## config.mk

```make
export PLATFORM = sky130hd
export DESIGN_NAME = unit_weight_shortest_path_top_flat
export DESIGN_NICKNAME = d
export VERILOG_FILES = /design/src/hw/rtl/uwsp_pkg.sv /design/src/hw/rtl/uwsp_if.sv /design/src/hw/rtl/unit_weight_shortest_path_top.sv /design/src/flat_wrapper.sv
export SDC_FILE = /design/constraint.sdc
export NUM_CORES = 1
export LEC_CHECK = 0
export BUFFER_PORTS_ARGS = -buffer_cell sky130_fd_sc_hd__buf_4
export CORE_UTILIZATION = 30
export CTS_BUF_LIST = sky130_fd_sc_hd__clkbuf_4 sky130_fd_sc_hd__clkbuf_8
export DETAILED_ROUTE_END_ITERATION = 10
export PLACE_DENSITY = 0.48
export SLEW_MARGIN = 20
export SYNTH_ARGS = -nofsm -noshare
export SYNTH_HDL_FRONTEND = slang
export SYNTH_SLANG_ARGS = --single-unit
```

## constraint.sdc

```tcl
create_clock -name i_clk -period 9.87 [get_ports i_clk]
set_input_delay 1.974 -clock i_clk [delete_from_list [all_inputs] [get_ports i_clk]]
set_output_delay 1.974 -clock i_clk [all_outputs]
set_load 0.005 [all_outputs]
```

## src/hw/rtl/uwsp_pkg.sv

```systemverilog
// Shared types and constants of the unit-weight shortest path block.
`default_nettype none

package uwsp_pkg;

    // Field widths of the request and result channels
    localparam int ACTION_W = 2;
    localparam int VERTEX_W = 4;
    localparam int HOPS_W   = 4;
    localparam int VCOUNT_W = 5;

    // Vertices that a 4-bit field can name
    localparam int ADDR_SPAN = 2 ** VERTEX_W;

    localparam int MAX_VERTICES_DEF = 16;
    localparam logic [VCOUNT_W-1:0] VCOUNT_RST = 5'd16;

    // Distance scratch: 5 bits, all-ones means not reached
    localparam int DIST_W = 5;
    localparam logic [DIST_W-1:0] DIST_UNREACHED = 5'd31;

    typedef enum logic [ACTION_W-1:0] {
        ACT_SET_EDGE = 2'd0,
        ACT_CLR_EDGE = 2'd1,
        ACT_QUERY    = 2'd2,
        ACT_UNUSED   = 2'd3
    } t_action;

endpackage

`default_nettype wire

```

## src/hw/rtl/uwsp_if.sv

```systemverilog
// Request and result channel interfaces of the shortest path block.
`default_nettype none

interface uwsp_req_if;
    import uwsp_pkg::*;

    logic                valid;
    logic                ready;
    logic [ACTION_W-1:0] action;
    logic [VERTEX_W-1:0] vertex_a;
    logic [VERTEX_W-1:0] vertex_b;

    modport source (output valid, output action, output vertex_a, output vertex_b,
                    input ready);
    modport sink   (input valid, input action, input vertex_a, input vertex_b,
                    output ready);
endinterface

interface uwsp_res_if;
    import uwsp_pkg::*;

    logic                valid;
    logic                ready;
    logic [VERTEX_W-1:0] path_vertex;
    logic [HOPS_W-1:0]   hop_distance;
    logic                found;
    logic                last;

    modport source (output valid, output path_vertex, output hop_distance,
                    output found, output last, input ready);
    modport sink   (input valid, input path_vertex, input hop_distance,
                    input found, input last, output ready);
endinterface

`default_nettype wire

```

## src/hw/rtl/unit_weight_shortest_path_top.sv

```systemverilog
// Top level: adjacency store and sequential unit-weight Dijkstra search.
//
//  channel   | dir | handshake     | payload
//  ----------+-----+---------------+-----------------------------------------
//  i_req     | in  | valid / ready | action, vertex_a, vertex_b
//  o_res     | out | valid / ready | path_vertex, hop_distance, found, last
//  i_cfg_*   | in  | write enable  | vertex_count (5 bits)
//
//  Sequence: an edge request is written as it is accepted. A query with m =
//  min(vertex_count, used rows) vertices in play searches one vertex per cycle
//  through the single compare unit, a pick scan and a relax scan per round,
//  one round per vertex reached, then a closing pick scan; then comes a path
//  walk, and hops+1 results are emitted, entry first.
//  Reset clears the adjacency rows and sets vertex_count to 16.
//  Results sit in an output register; a stalled sink holds the emit step,
//  and i_req is not ready until the query's last result is loaded.
`default_nettype none

module unit_weight_shortest_path_top #(
    parameter int MAX_VERTICES = uwsp_pkg::MAX_VERTICES_DEF
) (
    input  wire logic                          i_clk,
    input  wire logic                          i_rst_n,
    input  wire logic                          i_cfg_we,
    input  wire logic [uwsp_pkg::VCOUNT_W-1:0] i_cfg_wdata,
    uwsp_req_if.sink                           i_req,
    uwsp_res_if.source                         o_res
);
    import uwsp_pkg::*;

    // Only vertices a 4-bit field can name ever carry edges
    localparam int ROWS = (MAX_VERTICES < ADDR_SPAN) ? MAX_VERTICES : ADDR_SPAN;
    localparam int VW   = $clog2(ROWS);
    localparam int MW   = $clog2(ROWS + 1);

    typedef enum logic [5:0] {
        S_IDLE  = 6'b000001,
        S_PICK  = 6'b000010,
        S_RELAX = 6'b000100,
        S_WALK  = 6'b001000,
        S_EMIT  = 6'b010000,
        S_MISS  = 6'b100000
    } t_state;

    t_state                r_state, n_state;
    logic [VCOUNT_W-1:0]   r_vcount;

    // Graph and per-query scratch
    logic [ROWS-1:0]       r_adj  [ROWS];
    logic [DIST_W-1:0]     r_dist [ROWS];
    logic [ROWS-1:0]       r_done;
    logic [VW-1:0]         r_pred [ROWS];
    logic [VW-1:0]         r_path [ROWS];

    // Sequencer
    logic [VW-1:0]         r_exit, n_exit;
    logic [VW-1:0]         r_j, n_j;
    logic [DIST_W-1:0]     r_least, n_least;
    logic [VW-1:0]         r_pick, n_pick;
    logic                  r_have, n_have;
    logic [VW-1:0]         r_hops, n_hops;
    logic [VW-1:0]         r_k, n_k;
    logic [VW-1:0]         r_cur, n_cur;

    // Output register
    logic                  r_ov, n_ov;
    logic [VERTEX_W-1:0]   r_o_vertex, n_o_vertex;
    logic [HOPS_W-1:0]     r_o_hops, n_o_hops;
    logic                  r_o_found, n_o_found;
    logic                  r_o_last, n_o_last;

    // Array write strobes
    logic                  w_init, w_set_done, w_relax_wr, w_path_wr;
    logic                  w_edge_set, w_edge_clr;

    logic                  w_take;
    logic                  w_slot;
    logic [MW-1:0]         w_span;
    logic                  w_scan_end;
    logic                  w_edge_ok;
    logic                  w_query_ok;
    logic [VW-1:0]         w_a_idx, w_b_idx;
    logic [DIST_W-1:0]     w_dj;
    logic [DIST_W-1:0]     w_least1;
    logic [DIST_W-1:0]     w_dexit;

    // Vertices in play this query
    assign w_span = (r_vcount < VCOUNT_W'(ROWS)) ? r_vcount[MW-1:0] : MW'(ROWS);
    assign w_scan_end = ((MW'(r_j) + MW'(1)) == w_span);

    assign w_a_idx = i_req.vertex_a[VW-1:0];
    assign w_b_idx = i_req.vertex_b[VW-1:0];

    assign w_edge_ok = ({1'b0, i_req.vertex_a} < (VERTEX_W + 1)'(ROWS))
                     && ({1'b0, i_req.vertex_b} < (VERTEX_W + 1)'(ROWS))
                     && (i_req.vertex_a != i_req.vertex_b);
    assign w_query_ok = ({1'b0, i_req.vertex_a} < (VERTEX_W + 1)'(w_span))
                      && ({1'b0, i_req.vertex_b} < (VERTEX_W + 1)'(w_span));

    assign w_dj     = r_dist[r_j];
    assign w_least1 = r_least + DIST_W'(1);
    assign w_dexit  = r_dist[r_exit];

    assign i_req.ready = (r_state == S_IDLE);
    assign w_take      = i_req.valid && (r_state == S_IDLE);
    assign w_slot      = !r_ov || o_res.ready;

    assign o_res.valid        = r_ov;
    assign o_res.path_vertex  = r_o_vertex;
    assign o_res.hop_distance = r_o_hops;
    assign o_res.found        = r_o_found;
    assign o_res.last         = r_o_last;

    always_comb begin
        n_state    = r_state;
        n_exit     = r_exit;
        n_j        = r_j;
        n_least    = r_least;
        n_pick     = r_pick;
        n_have     = r_have;
        n_hops     = r_hops;
        n_k        = r_k;
        n_cur      = r_cur;
        n_ov       = r_ov && !o_res.ready;
        n_o_vertex = r_o_vertex;
        n_o_hops   = r_o_hops;
        n_o_found  = r_o_found;
        n_o_last   = r_o_last;
        w_init     = 1'b0;
        w_set_done = 1'b0;
        w_relax_wr = 1'b0;
        w_path_wr  = 1'b0;
        w_edge_set = 1'b0;
        w_edge_clr = 1'b0;

        case (r_state)
            S_IDLE: begin
                if (w_take) begin
                    case (t_action'(i_req.action))
                        ACT_SET_EDGE: w_edge_set = w_edge_ok;
                        ACT_CLR_EDGE: w_edge_clr = w_edge_ok;
                        ACT_QUERY: begin
                            if (w_query_ok) begin
                                w_init  = 1'b1;
                                n_exit  = w_b_idx;
                                n_j     = '0;
                                n_least = DIST_UNREACHED;
                                n_have  = 1'b0;
                                n_state = S_PICK;
                            end else begin
                                n_state = S_MISS;
                            end
                        end
                        default: ;
                    endcase
                end
            end
            S_PICK: begin
                // least distance among open vertices, lowest index on ties
                if (!r_done[r_j] && (w_dj < r_least)) begin
                    n_least = w_dj;
                    n_pick  = r_j;
                    n_have  = 1'b1;
                end
                if (w_scan_end) begin
                    n_j = '0;
                    if (n_have) begin
                        w_set_done = 1'b1;
                        n_state    = S_RELAX;
                    end else if (w_dexit == DIST_UNREACHED) begin
                        n_state = S_MISS;
                    end else begin
                        n_hops  = w_dexit[VW-1:0];
                        n_k     = w_dexit[VW-1:0];
                        n_cur   = r_exit;
                        n_state = S_WALK;
                    end
                end else begin
                    n_j = r_j + VW'(1);
                end
            end
            S_RELAX: begin
                w_relax_wr = !r_done[r_j] && r_adj[r_pick][r_j] && (w_dj > w_least1);
                if (w_scan_end) begin
                    n_j     = '0;
                    n_least = DIST_UNREACHED;
                    n_have  = 1'b0;
                    n_state = S_PICK;
                end else begin
                    n_j = r_j + VW'(1);
                end
            end
            S_WALK: begin
                // exit back to entry, stored so the entry comes out first
                w_path_wr = 1'b1;
                n_cur     = r_pred[r_cur];
                if (r_k == '0) begin
                    n_state = S_EMIT;
                end else begin
                    n_k = r_k - VW'(1);
                end
            end
            S_EMIT: begin
                if (w_slot) begin
                    n_ov       = 1'b1;
                    n_o_vertex = VERTEX_W'(r_path[r_k]);
                    n_o_hops   = HOPS_W'(r_hops);
                    n_o_found  = 1'b1;
                    n_o_last   = (r_k == r_hops);
                    if (r_k == r_hops) begin
                        n_state = S_IDLE;
                    end else begin
                        n_k = r_k + VW'(1);
                    end
                end
            end
            S_MISS: begin
                if (w_slot) begin
                    n_ov       = 1'b1;
                    n_o_vertex = '0;
                    n_o_hops   = '0;
                    n_o_found  = 1'b0;
                    n_o_last   = 1'b1;
                    n_state    = S_IDLE;
                end
            end
            default: n_state = S_IDLE;
        endcase
    end

    always_ff @(posedge i_clk) begin
        if (!i_rst_n) begin
            r_state  <= S_IDLE;
            r_ov     <= 1'b0;
            r_vcount <= VCOUNT_RST;
            for (int r = 0; r < ROWS; r++) begin
                r_adj[r] <= '0;
            end
        end else begin
            r_state <= n_state;
            r_ov    <= n_ov;
            if (i_cfg_we) begin
                r_vcount <= i_cfg_wdata;
            end
            if (w_edge_set) begin
                r_adj[w_a_idx][w_b_idx] <= 1'b1;
                r_adj[w_b_idx][w_a_idx] <= 1'b1;
            end
            if (w_edge_clr) begin
                r_adj[w_a_idx][w_b_idx] <= 1'b0;
                r_adj[w_b_idx][w_a_idx] <= 1'b0;
            end
        end
    end

    // Payload and scratch, no reset
    always_ff @(posedge i_clk) begin
        r_exit     <= n_exit;
        r_j        <= n_j;
        r_least    <= n_least;
        r_pick     <= n_pick;
        r_have     <= n_have;
        r_hops     <= n_hops;
        r_k        <= n_k;
        r_cur      <= n_cur;
        r_o_vertex <= n_o_vertex;
        r_o_hops   <= n_o_hops;
        r_o_found  <= n_o_found;
        r_o_last   <= n_o_last;

        if (w_init) begin
            r_done <= '0;
            for (int r = 0; r < ROWS; r++) begin
                r_dist[r] <= (VW'(r) == w_a_idx) ? '0 : DIST_UNREACHED;
            end
        end
        if (w_set_done) begin
            r_done[n_pick] <= 1'b1;
        end
        if (w_relax_wr) begin
            r_dist[r_j] <= w_least1;
            r_pred[r_j] <= r_pick;
        end
        if (w_path_wr) begin
            r_path[r_k] <= r_cur;
        end
    end

endmodule

`default_nettype wire

```

## src/flat_wrapper.sv

```systemverilog
// flat-port wrapper written by rule: the top's interface ports become plain ports
module unit_weight_shortest_path_top_flat import uwsp_pkg::*;
#(
    parameter int MAX_VERTICES = uwsp_pkg::MAX_VERTICES_DEF
)
  (i_clk, i_rst_n, i_cfg_we, i_cfg_wdata, i_req_valid, i_req_action, i_req_vertex_a, i_req_vertex_b, i_req_ready, o_res_valid, o_res_path_vertex, o_res_hop_distance, o_res_found, o_res_last, o_res_ready);
  uwsp_req_if i_req_i ();
  uwsp_res_if o_res_i ();
  input  wire logic i_clk;
  input  wire logic i_rst_n;
  input  wire logic i_cfg_we;
  input  wire logic [uwsp_pkg::VCOUNT_W-1:0] i_cfg_wdata;
  input wire logic [$bits(i_req_i.valid)-1:0] i_req_valid;
  input wire logic [$bits(i_req_i.action)-1:0] i_req_action;
  input wire logic [$bits(i_req_i.vertex_a)-1:0] i_req_vertex_a;
  input wire logic [$bits(i_req_i.vertex_b)-1:0] i_req_vertex_b;
  output wire logic [$bits(i_req_i.ready)-1:0] i_req_ready;
  output wire logic [$bits(o_res_i.valid)-1:0] o_res_valid;
  output wire logic [$bits(o_res_i.path_vertex)-1:0] o_res_path_vertex;
  output wire logic [$bits(o_res_i.hop_distance)-1:0] o_res_hop_distance;
  output wire logic [$bits(o_res_i.found)-1:0] o_res_found;
  output wire logic [$bits(o_res_i.last)-1:0] o_res_last;
  input wire logic [$bits(o_res_i.ready)-1:0] o_res_ready;
  assign i_req_i.valid = i_req_valid;
  assign i_req_i.action = i_req_action;
  assign i_req_i.vertex_a = i_req_vertex_a;
  assign i_req_i.vertex_b = i_req_vertex_b;
  assign i_req_ready = i_req_i.ready;
  assign o_res_valid = o_res_i.valid;
  assign o_res_path_vertex = o_res_i.path_vertex;
  assign o_res_hop_distance = o_res_i.hop_distance;
  assign o_res_found = o_res_i.found;
  assign o_res_last = o_res_i.last;
  assign o_res_i.ready = o_res_ready;
  unit_weight_shortest_path_top #(.MAX_VERTICES(MAX_VERTICES)) u_core (.i_clk(i_clk), .i_rst_n(i_rst_n), .i_cfg_we(i_cfg_we), .i_cfg_wdata(i_cfg_wdata), .i_req(i_req_i), .o_res(o_res_i));
endmodule
```

# Word-level counts from Yosys, hierarchy flattened
# Memories as Yosys holds them, arrays and structs flattened. A register that Yosys moved wholly into a read port is not among the register bits.
# Cells that the tools add are included.
dict set report totals {
  register_bits 68
  latch_bits 0
  ram_bits 464
  mem_bits_ro 0
  input_bits 20
  out_inout_bits 12
  elab_cells 307
  n_memories 4
}
# memory depth width read_ports rd_clocked_by_memory_dff write_ports line_no
set memory_table {}
lappend memory_table {u_core.r_adj 16 16 1 1 16 unit_weight_shortest_path_top.sv:49} ;# logic [ROWS-1:0] r_adj [ROWS];
lappend memory_table {u_core.r_dist 16 5 2 2 16 unit_weight_shortest_path_top.sv:50} ;# logic [DIST_W-1:0] r_dist [ROWS];
lappend memory_table {u_core.r_path 16 4 1 1 1 unit_weight_shortest_path_top.sv:53} ;# logic [VW-1:0] r_path [ROWS];
lappend memory_table {u_core.r_pred 16 4 1 1 1 unit_weight_shortest_path_top.sv:52} ;# logic [VW-1:0] r_pred [ROWS];
dict set report classes {
  addsub 5
  mul 0
  div_mod_pow 0
  n_lt_le_gt_ge 12
  eq_ne 41
  shifts 0
  n_mux 159
  bitwise 35
  reduce_logical 35
}
# operator n
set ops {}
lappend ops {{$mux W16} 10}
lappend ops {{$mux W5} 23}
lappend ops {{$mux W4} 25}
lappend ops {{$mux W1} 75}
lappend ops {{$mux W6} 11}
lappend ops {{$pmux W6 S6} 1}
lappend ops {{$eq A4 B4 Y1 const A} 8}
lappend ops {{$or A1 B1 Y1} 32}
lappend ops {{$pmux W4 S2} 4}
lappend ops {{$reduce_or A16 Y1} 2}
lappend ops {{$lt A4 B5 Y1 const B} 4}
lappend ops {{$ne A2 B1 Y1 const B} 10}
lappend ops {{$eq A3 B4 Y1 const A} 4}
lappend ops {{$or A16 B16 Y16} 1}
lappend ops {{$reduce_and A4 Y1} 4}
lappend ops {{$pmux W5 S3} 1}
lappend ops {{$demux W1 S4} 3}
lappend ops {{$ge A4 B1 Y1 const B} 3}
lappend ops {{$pmux W4 S3} 1}
lappend ops {{$lt A4 B5 Y1} 2}
lappend ops {{$logic_and A1 B1 Y1} 9}
lappend ops {{$add A4 B1 Y4 const B} 2}
lappend ops {{$bmux W1 S4} 2}
lappend ops {{$eq A2 B4 Y1 const A} 2}
lappend ops {{other kinds (36)} 48}

# Depth between registers and ports, before layout
# Gate-level depths: netlist (run 1).
dict set report depth {
  depth_word 12
  depth_mapped 14
  ltp_nobuf 12
}

# Least setup slack after synthesis (run 1)
# No wires, ideal clock.
dict set report synth_path {
  path_kind {input-to-reg}
  from {input port i_req_vertex_a[0]}
  to {register u_core.r_least[0] (enable)}
  setup_time_ps 374
  arrival_ps 4272
  required_time_ps 9496
  setup_slack_ps 5225
  stages 10
  n_path_buf 3
  cell_sequence {clkbuf_1 -> or3b_2 -> a21o_1 -> a21oi_1 -> o221ai_1 -> a211o_1 -> clkbuf_1 -> nor2b_1 -> clkbuf_1 -> nor3_1}
}
dict set report synth_via {
  elab_chain_len 4
}
# item line_no
set synth_lines {}
lappend synth_lines {{from (decl)} flat_wrapper.sv:15} ;# input wire logic [$bits(i_req_i.vertex_a)-1:0] i_req_vertex_a;
lappend synth_lines {{$lt A4 B5 Y1} unit_weight_shortest_path_top.sv:97} ;# assign w_query_ok = ({1'b0, i_req.vertex_a} < (VERTEX_W + 1)'(w_span))
lappend synth_lines {{$logic_and A1 B1 Y1} unit_weight_shortest_path_top.sv:98} ;# && ({1'b0, i_req.vertex_b} < (VERTEX_W + 1)'(w_span));
lappend synth_lines {{$ne A2 B1 Y1 (no source line)} -}
lappend synth_lines {{$reduce_and A6 Y1 (no source line)} -}
lappend synth_lines {{to (signal assigned)} unit_weight_shortest_path_top.sv:260} ;# r_least <= n_least;
lappend synth_lines {{to (decl)} unit_weight_shortest_path_top.sv:58} ;# logic [DIST_W-1:0] r_least, n_least;
# Every way passes these cells.
# A chain may end at the register's enable or synchronous reset.

==> results.py, run 1 <==
metrics = {
    "outcome": {
        "outcome": "completed",
    },
    "clock_tree": {
        "clk_latency_ps": 720,
        "cts_setup_buffers": 0,
        "hold_buffers": 0,
        "h-tree-depth": 3,
        "clkTransAtPathRegs_ps": 60,
        "cts_resized": 0,
        "clock-root-buffer": "clkbuf_8",
        "clockBufferDepth": 3,
        "cts_sinks": 548,
        "cts_tree": "built",
        "numCtsBuffers": 97,
    },
    "synth": {
        "ys_types": 69,
        "synth_seq_cells": 548,
        "ys.flop_type": "edfxtp_1",
        "yosysTopAreaCell": "edfxtp_1",
        "synthArstFlopShare_pct": 0,
        "netlist.area_leader.share_pct": 55.1,
        "syn-cell-area_um2": 27200,
        "netlist_instances": 2138,
        "synth_warnings": 0,
        "synth_seq_area_share_pct": 58.6,
        "synth_edf_count": 500,
        "avgSynthCellArea_um2": 12.7,
        "synthTopCellsByArea": "edfxtp_1 (55%), mux4_2 (13%), nor2_1 (4.5%), o21ai_0 (4.4%), a22oi_1 (3.6%)",
    },
    "critical_path": {
        "start_kind": "register",
        "required_ps": 10410,
        "worst-path-max-fanout": 20,
        "crit_type": "reg2reg",
        "worstSetupEndpointType": "register",
        "worst-endpoint-arrival_ps": 5930,
    },
    "final_layout": {
        "fin_nets": 2179,
        "drive_above_1_share_pct": 20.4,
        "mostFrequentLayoutCells": "edfxtp_1 (500), nor2_1 (315), o21ai_0 (237)",
        "n_fill_cell": 8919,
        "layout_commonest_cell": "edfxtp_1",
        "syn_to_final_growth_pct": 12.6,
        "fin_area_um2": 30700,
    },
    "pwr": {
        "p_int_mw": 4.35,
        "clkPwrFrac_pct": 34.6,
        "ir_drop_v": 0.0000986,
        "power_density_nw_per_um2": 203,
        "power.static_leakage_nw": 9.76,
        "p_switching_mw": 1.87,
        "switching_share_pct": 30.1,
        "combPwrFrac_pct": 19.8,
        "pwr-share-seq_pct": 45.6,
    },
    "global_route": {
        "grt.met1_usage_pct": 23.5,
        "overflow": 0,
        "top_usage_layer": "met2",
        "met3_usage_pct": 3.33,
        "grt_usage_pct": 17.5,
        "grt_antenna_before_repair": 2,
        "grt_pass1_vias": 18200,
        "grt_use_met2_pct": 28.7,
        "grt_first_pass_wirelength_um": 119000,
        "grt_max_degree": 126,
    },
    "floorplanning": {
        "ioPinCount": 32,
        "row_count": 110,
        "start_util_pct": 30.3,
        "dieArea_um2": 92000,
        "die_w_um": 303,
        "core_um2": 90000,
        "die_y_um": 303,
    },
    "timing": {
        "fin_tns_setup_ps": 0,
        "rsz0062_at_grt": "no",
        "final_max_slew_viol_count": 0,
        "final-setup-viol-count": 0,
        "min_period_ps": 5390,
        "max_slew_margin_pct": 14.4,
        "max_slew.worst_pin.slew_ps": 1280,
        "finalCritPeriodShare_pct": 54.6,
        "skew_ps": 45.8,
        "fmax_mhz": 186,
        "hold_viol_final": 0,
    },
    "detailed_routing": {
        "drt-total-wl_um": 81000,
        "drt_iter0_markers": 1867,
        "ant_nets": 0,
        "vias_per_cell": 5.45,
        "wl_per_cell_um": 23.9,
        "dr.pass1.iters": 6,
        "via_count": 18500,
        "drc": 0,
    },
    "placed_design": {
        "gp_congestion": 0.833,
        "dpl.hpwl_um": 52700,
        "placed_area_um2": 28700,
        "port_buffers": 31,
    },
    "worst_hold_path": {
        "hp-start": "u_core.r_done[0]",
        "min_path_type": "reg2reg",
    },
    "run": {
        "drv_cap": 0,
    },
}
==> logic make-up (layout without fill, tap and decap cells) <==
logic type                 after synthesis  in the layout  share of synthesized area (%)
xor gates and xnor gates                17             17                          0.597
and+or+nand+nor                        589            589                           9.70
muxes                                  221            221                           15.2
other                                    1             17                         0.0138
AOI/OAI and AO/OA                      503            503                           11.3
adders and majority gates               24             24                           1.13
buffers and inverters                  235            298                           3.42
DFF                                    548            548                           58.6
==> flip-flops by register name (all words and copies together), names as in the netlist, 5 cells and up, named ones only <==
name	flops
u_core.r_state	6
u_core.r_done	16
u_core.r_path	64
u_core.r_pred	64
u_core.r_least	5
u_core.r_vcount	5
u_core.r_adj	256
u_core.r_dist	80
==> power by group through the flow <==
stage | combinational, mW | clock (mW) | sequential (mW)
2_1_floorplan | 0.910 | 0 | 2.76
3_3_place_gp | 1.21 | 0 | 2.88
3_5_place_dp | 1.22 | 0 | 2.89
4_1_cts | 1.23 | 2.20 | 2.84
5_1_grt | 1.30 | 2.30 | 2.86
6_report | 1.23 | 2.15 | 2.84
==> cell type report <==
cell class / count / area (µm²) / share of cell area, %
diodes: 1 / 2.50 / 0.00815
clock buffers: 126 / 1560 / 5.08
clock inverters: 54 / 387 / 1.26
inverters: 43 / 161 / 0.526
multi-input cells: 1370 / 10500 / 34.4
flip-flops and latches: 548 / 16000 / 52.1
well taps: 1176 / 1470 / 4.79
repair buffers: 75 / 578 / 1.88
==> worst paths after layout <==
check                        end  slack (ps)  cells past startpoint
min             u_core.r_done[0]         450                      2
max reg2reg  u_core.r_dist[9][0]        4480                     10
min reg2reg     u_core.r_done[0]         450                      2
max          u_core.r_dist[9][0]        4480                     10
==> critical path, stage by stage (launching register included) <==
cell	delay, ps
dfxtp_1	1010
mux4_2	470
mux4_2	540
ha_1	350
nand2_1	80
o22ai_1	100
nor2_1	460
nand4_1	630
nor4_2	960
nor3_1	350
a21oi_1	230
==> through the flow <==
step                util, %  std cells  setup WS (ps)  hold slack (ps)  total power, mW
floorplan                 -       2153           5220              420             3.67
global placement       31.9       3211           4460              429             4.09
detailed placement     31.9       3212           4410              442             4.11
CTS                    34.1       3392           4590              457             6.27
global route           34.1       3392           4290              486             6.46
finish                 34.1       3393           4480              455             6.22
==> cells in the mapped netlist, types with 9 or more instances <==
master / count
and2_1: 9
xnor2_1: 10
nand3_1: 22
nand2_1: 94
a21oi_1: 70
mux2i_1: 46
mux4_2: 153
nor4_1: 9
a22oi_1: 131
nand3b_1: 10
dfxtp_1: 48
nand4_1: 12
nor3_1: 26
o21ai_0: 237
nor2b_1: 18
mux2_2: 22
clkbuf_1: 162
ha_1: 23
edfxtp_1: 500
inv_1: 39
nand2b_1: 22
buf_2: 15
nor2_1: 328
==> routing by layer <==
metal / vias to the layer above / wire (µm)
li1: 8191 / -
met2: 688 / 39300
met5: - / 34
met3: 131 / 5190
met1: 9491 / 34500
met4: 4 / 1950
(Power assumes the default switching activity.)
==> run 2: changes to the inputs <==
==> constraint.sdc (replaced) <==
create_clock -name i_clk -period 5.43 [get_ports i_clk]
set_input_delay 1.086 -clock i_clk [delete_from_list [all_inputs] [get_ports i_clk]]
set_output_delay 1.086 -clock i_clk [all_outputs]
set_load 0.005 [all_outputs]
==> run 2 against run 1 <==
Clock skew is 13 ps lower. First-iteration DRC count is 0.54% lower. Worst hold slack better by 5.8 ps. Fmax is 15% higher. Sequential share of layout area is 0.11 points lower. Utilization is 0.075 points higher. Wire length is 0.71% higher. Sequential power is 83% higher. Total power is 80% higher.
==> results.py, run 2 (synthesis results as in run 1) <==
metrics = {
    "outcome": {
        "outcome": "completed",
    },
    "final_layout": {
        "fin_area_um2": 30800,
        "layout_commonest_cell": "edfxtp_1",
        "syn_to_final_growth_pct": 12.9,
        "largest_reg_flops": 256,
        "n_fill_cell": 8882,
        "top_regs": "u_core.r_adj x256, u_core.r_dist x80",
        "fin_nets": 2194,
        "mostFrequentLayoutCells": "edfxtp_1 (500), nor2_1 (317), o21ai_0 (237)",
        "top_register": "u_core.r_adj",
        "drive_above_1_share_pct": 21.5,
        "diodes": 0,
    },
    "clock_tree": {
        "hold_buffers": 0,
        "cts_resized": 0,
        "h-tree-depth": 3,
        "cts_setup_buffers": 0,
        "clkTransAtPathRegs_ps": 60,
        "clk_latency_ps": 720,
        "cts_sinks": 548,
        "clockBufferDepth": 3,
        "clock-root-buffer": "clkbuf_8",
        "numCtsBuffers": 96,
        "cts_tree": "built",
    },
    "detailed_routing": {
        "vias_per_cell": 5.48,
        "ant_nets": 0,
        "drt-total-wl_um": 81500,
        "dr.pass1.iters": 6,
        "drc": 0,
        "drt_iter0_markers": 1857,
        "wl_per_cell_um": 24.0,
        "via_count": 18600,
    },
    "placed_design": {
        "pre_cts_ws_ps": 810,
        "gp_congestion": 0.868,
        "port_buffers": 31,
        "placed_area_um2": 28900,
        "dpl.hpwl_um": 54300,
    },
    "floorplanning": {
        "die_y_um": 303,
        "die_w_um": 303,
        "ioPinCount": 32,
        "row_count": 110,
        "core_um2": 90000,
        "dieArea_um2": 92000,
        "start_util_pct": 30.3,
    },
    "critical_path": {
        "worst-path-max-fanout": 20,
        "path_cells": "mux4_2 > mux4_2 > ha_1 > nand3_1 > o22ai_1 > nor2_1 > nand4_1 > or4_1 > nand2_1",
        "required_ps": 5820,
        "worstSetupEndpointType": "register",
        "ff2ff_setup_slack_ps": 760,
        "timing.critical_path.slowest_cell_delay_ps": 970,
        "worst-endpoint-arrival_ps": 5060,
        "crit_type": "reg2reg",
        "crit_top_cell": "mux4_2",
        "cp_slowest_cell": "dfxtp_1",
        "start_kind": "register",
    },
    "pwr": {
        "power.static_leakage_nw": 9.82,
        "ir_drop_v": 0.000168,
        "power_density_nw_per_um2": 364,
        "power.total_mw": 11.2,
    },
    "timing": {
        "setup_ws_ps": 757,
        "min_period_ps": 4670,
        "hold_viol_final": 0,
        "max_slew_margin_pct": 22.9,
        "fin_tns_setup_ps": 0,
        "final-setup-viol-count": 0,
        "finalCritPeriodShare_pct": 86.1,
        "rsz0062_at_grt": "no",
        "max_slew.worst_pin.slew_ps": 1160,
        "final_max_slew_viol_count": 0,
        "fmax_mhz": 214,
        "skew_ps": 33.2,
    },
    "global_route": {
        "grt_pass1_vias": 18500,
        "grt_usage_pct": 17.7,
        "grt_antenna_before_repair": 0,
        "overflow": 0,
        "grt_first_pass_wirelength_um": 121000,
        "grt_max_degree": 183,
    },
    "worst_hold_path": {
        "min_path_type": "reg2reg",
    },
    "run": {
        "drv_cap": 0,
    },
}
[run 2: changes by cell type in the layout (fill, tap and decap cells not counted), sizes merged]
cell,change
buf,+16
clkinv,-13
clkbuf,+4
bufinv,-3
clkinvlp,+1
diode,-1
[run 2: worst paths after layout]
check	end	cells after the start	start
setup / recovery	u_core.r_dist[11][3]	9	register
hold / removal	u_core.r_done[9]	1	u_core.r_done[9]
setup reg to reg	u_core.r_dist[11][3]	9	register
hold reg to reg	u_core.r_done[9]	1	u_core.r_done[9]
[run 2: through the flow]
stage	instances	hold slack, ps	util [%]
6_report	3397	460	34.2
5_1_grt	3397	483	34.2
4_1_cts	3396	458	34.1
3_5_place_dp	3227	444	32.1
3_3_place_gp	3227	436	32.1
2_1_floorplan	2153	420	-
[run 2: per-layer routing]
layer / vias up / global-route usage [%] / part of all wire, % / wire length (µm)
li1: 8200 / - / - / -
met1: 9572 / 23.6 / 42 / 34600
met2: 697 / 29.3 / 49 / 39700
met3: 151 / 2.53 / 5.8 / 4700
met4: 0 / 6.27 / 3.2 / 2570
met5: - / 0 / 0 / 0
[run 2: cell type report]
| cell class | instances | area (µm²) | area share (%) |
|---|---|---|---|
| clock buffer | 130 | 1580 | 5.15 |
| inverter | 43 | 161 | 0.525 |
| tap | 1176 | 1470 | 4.78 |
| multi-input combinational | 1370 | 10500 | 34.2 |
| sequential | 548 | 16000 | 52.0 |
| timing repair buffer | 91 | 762 | 2.48 |
| clock inverter | 39 | 265 | 0.862 |
[run 2: where the power goes]
part / total [mW] / internal [mW] / switching [mW]
combinational: 2.25 / 0.974 / 1.28
sequential: 5.19 / 4.85 / 0.337
clock: 3.76 / 1.99 / 1.76
[run 2: critical path, delay by kind of cell (launching register included)]
family	cells	cell delay (ps)
and+or+nand+nor	5	1980
DFF	1	970
muxes	2	960
adders and majority gates	1	340
AOI/OAI and AO/OA	1	90
==> run 3: changes to the inputs <==
--- a/config.mk
+++ b/config.mk
@@ -5,11 +5,12 @@
 export SDC_FILE = /design/constraint.sdc
 export NUM_CORES = 1
 export LEC_CHECK = 0
+export ABC_AREA = 1
 export BUFFER_PORTS_ARGS = -buffer_cell sky130_fd_sc_hd__buf_4
 export CORE_UTILIZATION = 30
 export CTS_BUF_LIST = sky130_fd_sc_hd__clkbuf_4 sky130_fd_sc_hd__clkbuf_8
 export DETAILED_ROUTE_END_ITERATION = 10
-export PLACE_DENSITY = 0.48
+export PLACE_DENSITY = 0.53
 export SLEW_MARGIN = 20
 export SYNTH_ARGS = -nofsm -noshare
 export SYNTH_HDL_FRONTEND = slang
==> constraint.sdc (replaced) <==
create_clock -name i_clk -period 3.8 [get_ports i_clk]
set_input_delay 0.76 -clock i_clk [delete_from_list [all_inputs] [get_ports i_clk]]
set_output_delay 0.76 -clock i_clk [all_outputs]
set_load 0.005 [all_outputs]
==> run 3 against run 2 <==
Utilization rose by 0.28 points. Worst setup slack got worse by 370 ps. Clock-buffer cell count rose by 11. Sequential share of layout area fell by 3.4 points. Critical path depth rose by 5. Clock skew rose by 5.9 ps. Clock power rose by 53%. Critical path type unchanged. Largest cell class unchanged.
==> results.py, run 3 <==
metrics = {
    "synth": {
        "synth_seq_area_share_pct": 54.9,
        "avgSynthCellArea_um2": 8.57,
        "muxShareOfSynthArea_pct": 0.521,
        "synth_edf_count": 500,
        "yosysTopAreaCell": "edfxtp_1",
        "ys_types": 45,
        "synth_xor_xnor_area_share_pct": 0.572,
        "netlist_instances": 3393,
        "synthSimpleGateAreaFrac_pct": 26.3,
        "synth_top_family_by_area": "simple AND/OR/NAND/NOR gates",
        "syn-cell-area_um2": 29100,
        "synthArstFlopShare_pct": 0,
        "synth_seq_cells": 548,
        "synth_warnings": 0,
        "ys.flop_type": "edfxtp_1",
        "synth-compound-area-share_pct": 10.0,
        "synth_fa_ha_area_share_pct": 1.06,
        "yosysMostFrequentCell": "nand2_1",
        "synth_common_cells": "nand2_1 (924), nand3_1 (534), edfxtp_1 (500)",
        "netlist.area_leader.share_pct": 51.6,
        "synthTopCellsByArea": "edfxtp_1 (52%), nand2_1 (12%), nand3_1 (9.2%), a21oi_1 (5.3%), dfxtp_1 (3.3%)",
    },
    "clock_tree": {
        "cts_tree": "built",
        "clkTransAtPathRegs_ps": 60,
        "cts_sinks": 548,
        "h-tree-depth": 3,
        "clk_latency_ps": 730,
        "clock-root-buffer": "clkbuf_8",
        "clockBufferDepth": 3,
        "numCtsBuffers": 96,
        "hold_buffers": 0,
        "cts_setup_buffers": 0,
        "cts_resized": 0,
    },
    "placed_design": {
        "dpl.hpwl_um": 60400,
        "gp_congestion": 0.890,
        "port_buffers": 31,
    },
    "detailed_routing": {
        "dr.pass1.iters": 5,
        "ant_nets": 0,
        "wl_per_cell_um": 19.4,
        "drc": 0,
        "dr_wl_met2_um": 40900,
        "top_layer_used": "met4",
        "drt_iter0_markers": 2674,
        "vias_per_cell": 5.22,
        "via_count": 24800,
        "drt-total-wl_um": 92300,
        "dr_wl_met3_um": 7510,
        "wl_met1_um": 41700,
    },
    "worst_hold_path": {
        "min_path_type": "in2reg",
        "worstHoldPathCells": 3,
        "hp-start": "i_cfg_wdata[1]",
        "holdPathEnd": "u_core.r_vcount[1]",
    },
    "timing": {
        "rsz0062_at_grt": "no",
        "hold_viol_final": 0,
        "holdWs_ps": 276,
        "min_period_ps": 3410,
        "finalCritPeriodShare_pct": 89.7,
        "skew_ps": 39.1,
        "max_slew.worst_pin.slew_ps": 959,
        "final-setup-viol-count": 0,
        "fin_tns_setup_ps": 0,
        "fmax_mhz": 293,
        "max_slew_margin_pct": 36.0,
        "final_max_slew_viol_count": 0,
    },
    "critical_path": {
        "worst-endpoint-arrival_ps": 3800,
        "crit_type": "reg2reg",
        "required_ps": 4190,
        "worstSetupEndpointType": "register",
        "ff2ff_setup_slack_ps": 390,
        "ff2ff_path_depth": 14,
        "start_kind": "register",
        "worst-path-max-fanout": 55,
        "r2r-end": "u_core.r_pred[8][2]",
    },
    "floorplanning": {
        "start_util_pct": 30.4,
        "die_w_um": 313,
        "dieArea_um2": 98200,
        "row_count": 113,
        "core_um2": 95600,
        "die_y_um": 313,
        "ioPinCount": 32,
    },
    "global_route": {
        "grt_antenna_before_repair": 2,
        "grt_max_degree": 95,
        "grt_usage_pct": 18.5,
        "overflow": 0,
        "grt_pass1_vias": 23200,
        "grt_first_pass_wirelength_um": 140000,
    },
    "final_layout": {
        "drive_above_1_share_pct": 9.16,
        "mostFrequentLayoutCells": "nand2_1 (924), nand3_1 (534), edfxtp_1 (500)",
        "multiInputGateArea_um2": 11300,
        "n_fill_cell": 9950,
        "seq_area_um2": 16000,
        "top_regs": "u_core.r_adj x256, u_core.r_dist x80",
        "layout_commonest_cell": "nand2_1",
        "top_register": "u_core.r_adj",
        "fin_nets": 3447,
        "syn_to_final_growth_pct": 13.2,
        "largest_reg_flops": 256,
    },
    "run": {
        "drv_cap": 0,
    },
    "outcome": {
        "outcome": "completed",
    },
    "pwr": {
        "ir_drop_v": 0.000379,
        "power_density_nw_per_um2": 609,
        "power.static_leakage_nw": 13.1,
    },
}
[run 3: worst max path at each step]
stage	depth (start not counted)	to
floorplan	14	u_core.r_dist[5][0]
finish	14	u_core.r_pred[8][2]
CTS	14	u_core.r_dist[13][1]
global placement	14	u_core.r_dist[9][4]
detailed placement	14	u_core.r_dist[13][0]
global route	14	u_core.r_pred[9][0]
[run 3: critical path, cell delays in order (launching register included)]
cell      delay (ps)
dfxtp_2          360
buf_12           190
a21oi_1           80
o21ai_0           80
nand2_1           70
o221ai_1         300
nand2_1          160
ha_1             330
nand4_1          110
o221ai_1         140
o21ai_0          170
nor3_4           310
buf_12           270
nand3_1          170
inv_1            270
[run 3: cell type report]
type                    count  share of cell area, %
multi-input cells        2379                   34.2
repair buffers            113                   3.33
clock buffers             141                   5.19
inverters                 265                   3.04
well taps                1265                   4.81
diodes                      4                 0.0304
flip-flops and latches    548                   48.6
clock inverters            37                  0.844
[run 3: cells by family (layout without fill, tap and decap cells)]
logic type	count (synthesis)	after routing
simple gates	1777	1777
buf+inv	481	556
fa+ha+maj	24	24
flops	548	548
other cells	1	20
xor+xnor	19	19
mux	15	15
compound gates	528	528
[run 3: report_power, final]
group | switching, mW | total (mW) | internal [mW] | leakage (nW)
Clock | 2.63 | 5.74 | 3.11 | 1.07
Sequential | 0.298 | 7.37 | 7.08 | 5.13
Combinational | 4.98 | 6.94 | 1.96 | 6.94
[run 3: per-layer routing]
layer,up-vias,global-route usage [%]
met5,-,0
met3,147,3.18
li1,11800,-
met1,11800,26.4
met2,1028,28.6
met4,0,5.69
[run 3: through the flow]
stage | utilization [%] | cells | instance area, µm² | power, mW | worst slack [ps]
2_1_floorplan | - | 3408 | 29100 | 11.9 | 510
3_3_place_gp | 32.3 | 4570 | 30900 | 14.4 | 404
3_5_place_dp | 32.3 | 4570 | 30900 | 14.4 | 408
4_1_cts | 34.4 | 4748 | 32900 | 20.1 | 385
5_1_grt | 34.4 | 4751 | 32900 | 21.1 | 35.4
6_report | 34.4 | 4752 | 32900 | 20.1 | 390
